--- config.mk ---
export PLATFORM = sky130hd
export DESIGN_NAME = cpd_ram
export DESIGN_NICKNAME = d
export VERILOG_FILES = /design/src/rtl/core/cpd_ram.sv
export SDC_FILE = /design/constraint.sdc
export NUM_CORES = 1
export LEC_CHECK = 0
export BUFFER_PORTS_ARGS = -buffer_cell sky130_fd_sc_hd__clkbuf_2
export CORE_UTILIZATION = 50
export DETAILED_ROUTE_END_ITERATION = 8
export HOLD_SLACK_MARGIN = 0.05
export MAX_ROUTING_LAYER = met4
export PLACE_DENSITY = 0.81
export SYNTH_ARGS = -nofsm -noshare
export SYNTH_HDL_FRONTEND = slang
export SYNTH_SLANG_ARGS = --single-unit
--- constraint.sdc ---
create_clock -name clk -period 1.78 [get_ports clk]
set_input_delay 0.178 -clock clk [delete_from_list [all_inputs] [get_ports clk]]
set_output_delay 0.178 -clock clk [all_outputs]
set_load 0.02 [all_outputs]
--- src/rtl/core/cpd_ram.sv ---
// Generic single-port-write, single-port-read RAM with registered read data.
`default_nettype none

module cpd_ram #(
  parameter int WIDTH = 8,
  parameter int DEPTH = 16
) (
  input  wire logic                     clk,
  input  wire logic                     we,
  input  wire logic [$clog2(DEPTH)-1:0] waddr,
  input  wire logic [WIDTH-1:0]         wdata,
  input  wire logic                     re,
  input  wire logic [$clog2(DEPTH)-1:0] raddr,
  output logic      [WIDTH-1:0]         rdata
);

  logic [WIDTH-1:0] mem [DEPTH];

  always_ff @(posedge clk) begin
    if (we) begin
      mem[waddr] <= wdata;
    end
    if (re) begin
      rdata <= mem[raddr];
    end
  end

endmodule

`default_nettype wire

==> impl_metrics.py <==
metrics = {
    "cts": {
        "path_clk_slew_ns": 0.06,
        "hold_buffers": 0,
        "cts_tree": "yes",
        "cts.htree.levels": 4,
        "clkSinkCount": 136,
        "cts_made_buffers": 17,
        "cts_setup_buffers": 0,
        "clk_path_buf_depth": 2,
        "cts_resized": 0,
        "cts_root_buffer": "clkbuf_8",
        "clk_latency_ns": 0.51,
    },
    "floorplan": {
        "die-width_microns": 104,
        "die_y_microns": 104,
        "core_area_sq_um": 9950,
        "io_pins": 27,
        "die_area_sq_um": 10900,
        "num_rows": 36,
        "initial_core_util": 0.525,
    },
    "grt": {
        "grt_antenna_before_repair": 0,
        "grt_pass1_vias": 2627,
        "grtUsageMet1": 0.257,
        "grt_start_max_net_pins": 33,
        "use_met2": 0.303,
        "grt_use_total": 0.201,
        "grt_pass1_wl_microns": 14800,
        "grt.busiest_layer": "met2",
        "met3_usage": 0.0564,
        "grt_overflow_total": 0,
    },
    "routing": {
        "drtIter0Drc": 289,
        "first_pass_iters": 5,
        "vias_per_cell": 5.78,
        "vias": 2493,
        "drc": 0,
        "ant_nets": 0,
        "routedWlPerCell_microns": 22.3,
        "finalWirelength_microns": 9600,
    },
    "placement": {
        "placedInstanceArea_sq_um": 5620,
        "port_buffers": 26,
        "dp.cells": 399,
        "gp_congestion": 0.797,
        "dp_hpwl_microns": 5990,
    },
    "finish": {
        "ff_latch_area_sq_um": 4080,
        "syn2layout_area_growth_pct": 18.4,
        "stdcell_area_sq_um": 6190,
        "drive_gt1_frac": 0.322,
        "multiInputGateArea_sq_um": 1060,
        "num_antenna_cells": 0,
        "final_cell_count_no_fill": 431,
        "fill_cells": 653,
        "fin_nets": 304,
    },
    "synth": {
        "ys.flop_type": "edfxtp_1",
        "synth-edff-count": 136,
        "syn_inst": 229,
        "ys_seq_elements": 136,
        "netlist_top_cells_area": "edfxtp_1 (78%), mux4_2 (7.8%), mux4_1 (7.0%), a22oi_1 (2.3%), nor2_1 (0.93%)",
        "post-synth-top-count-cell": "edfxtp_1",
        "syn_nets": 248,
        "synth_area_sq_um": 5230,
        "syn_avg_cell_area_sq_um": 22.8,
        "synthTopCellsByCount": "edfxtp_1 (136), mux4_2 (18), a22oi_1 (16)",
        "ys_warn_count": 0,
        "synthArstFlopShare": 0,
        "synth_area_leader_cell": "edfxtp_1",
        "synth-seq-area-share": 0.781,
        "synth_top_area_share": 0.781,
        "ys_types": 18,
    },
    "timing": {
        "slew_violations": 0,
        "maxClockFrequency_ghz": 0.632,
        "rsz0062_at_grt": "no",
        "tns_ns": 0,
        "worst_slew_pin_slew_ns": 0.394,
        "skew_ns": 0.00713,
        "relSlewSlack": 0.737,
        "post-route-period-util": 0.889,
        "setup_viol": 0,
        "period_needed_ns": 1.58,
        "finalHoldViolCount": 0,
    },
    "setup_path": {
        "crit_path_start_kind": "flop",
        "critPathKind": "flop to flop",
        "path_cells": "mux4_1 -> a22oi_1 -> nand2_1",
        "max_stage_delay_ns": 0.53,
        "worst_setup_path_end_kind": "flop",
        "worstPathMaxFanout": 1,
        "cp.required_ns": 2.02,
        "cp.arrival_ns": 1.82,
        "slowest_stage": "mux4_1",
    },
    "job": {
        "maxCapViolCount": 0,
    },
    "run_status": {
        "outcome": "complete, no violations",
    },
    "power_and_ir_drop": {
        "vdd_drop_max_mv": 0.731,
        "p_leak_nw": 2.10,
        "p_per_area_nw_per_um2": 1170,
    },
    "min_path": {
        "holdCritPathClass": "primary input to flop",
    },
}
-- metal layers --
layer,vias to the layer above,wire (microns)
li1,1100,-
met1,1268,4000
met2,114,4940
met3,11,522
met4,0,145
met5,-,0
-- report_power, final --
group	leakage [nW]	switching (mW)	total, mW	internal [mW]
registers	1.24	0.0208	3.63	3.61
logic	0.598	0.200	0.343	0.143
clock network	0.261	1.29	3.28	1.99
-- cells by family (layout without fill, tap and decap cells) --
logic type      Yosys count  after routing  synth area share
simple gates             35             35            0.0314
buf+inv                  10             79            0.0165
compound gates           16             16            0.0230
flops                   136            136             0.781
mux                      32             32             0.148
-- final cells by class --
cell class,instances,area share
well taps,133,0.0269
multi-input cells,83,0.171
flip-flops and latches,136,0.660
clock inverters,15,0.0249
repair buffers,47,0.0505
clock buffers,17,0.0669
-- registers in the layout, indices dropped and copies added, names as in the netlist --
signal and flops:
mem 128, rdata 8
-- worst max-delay path: cells and delay by family (launching register included) --
kind	cells	cell delay [ns]
and+or+nand+nor	1	0.14
muxes	1	0.53
AOI/OAI and AO/OA	1	0.25
DFF	1	0.39
-- stage by stage --
step | utilization | total power, mW | hold WS (ns) | setup WS (ns)
4_1_cts | 0.622 | 7.29 | 0.0590 | 0.213
3_5_place_dp | 0.565 | 4.04 | 0.600 | 0.0177
5_1_grt | 0.622 | 7.46 | 0.0746 | 0.159
6_report | 0.622 | 7.25 | 0.0889 | 0.197
2_1_floorplan | - | 3.89 | 0.277 | 0.109
3_3_place_gp | 0.565 | 4.02 | 0.585 | 0.0500
-- path summary, 6_finish.rpt --
check / startpoint / slack, ns / to / depth (start not counted)
max: mem[9][1] / 0.20 / rdata[1] / 3
min: wdata[4] / 0.09 / mem[9][4] / 1
max reg2reg: mem[9][1] / 0.20 / rdata[1] / 3
min reg2reg: mem[4][3] / 0.75 / rdata[3] / 3
-- cells in the final DEF (no fill, tap or decap), drive strengths merged, types with 2 or more instances in the layout --
cell type / count
clkbuf: 43
buf: 21
a22oi: 16
edfxtp: 136
mux4: 32
nor2: 13
clkinv: 7
nor3: 4
nand3b: 2
nand2: 9
nand2b: 2
clkinvlp: 5
bufinv: 2
Power figures use the tool's default switching activity.
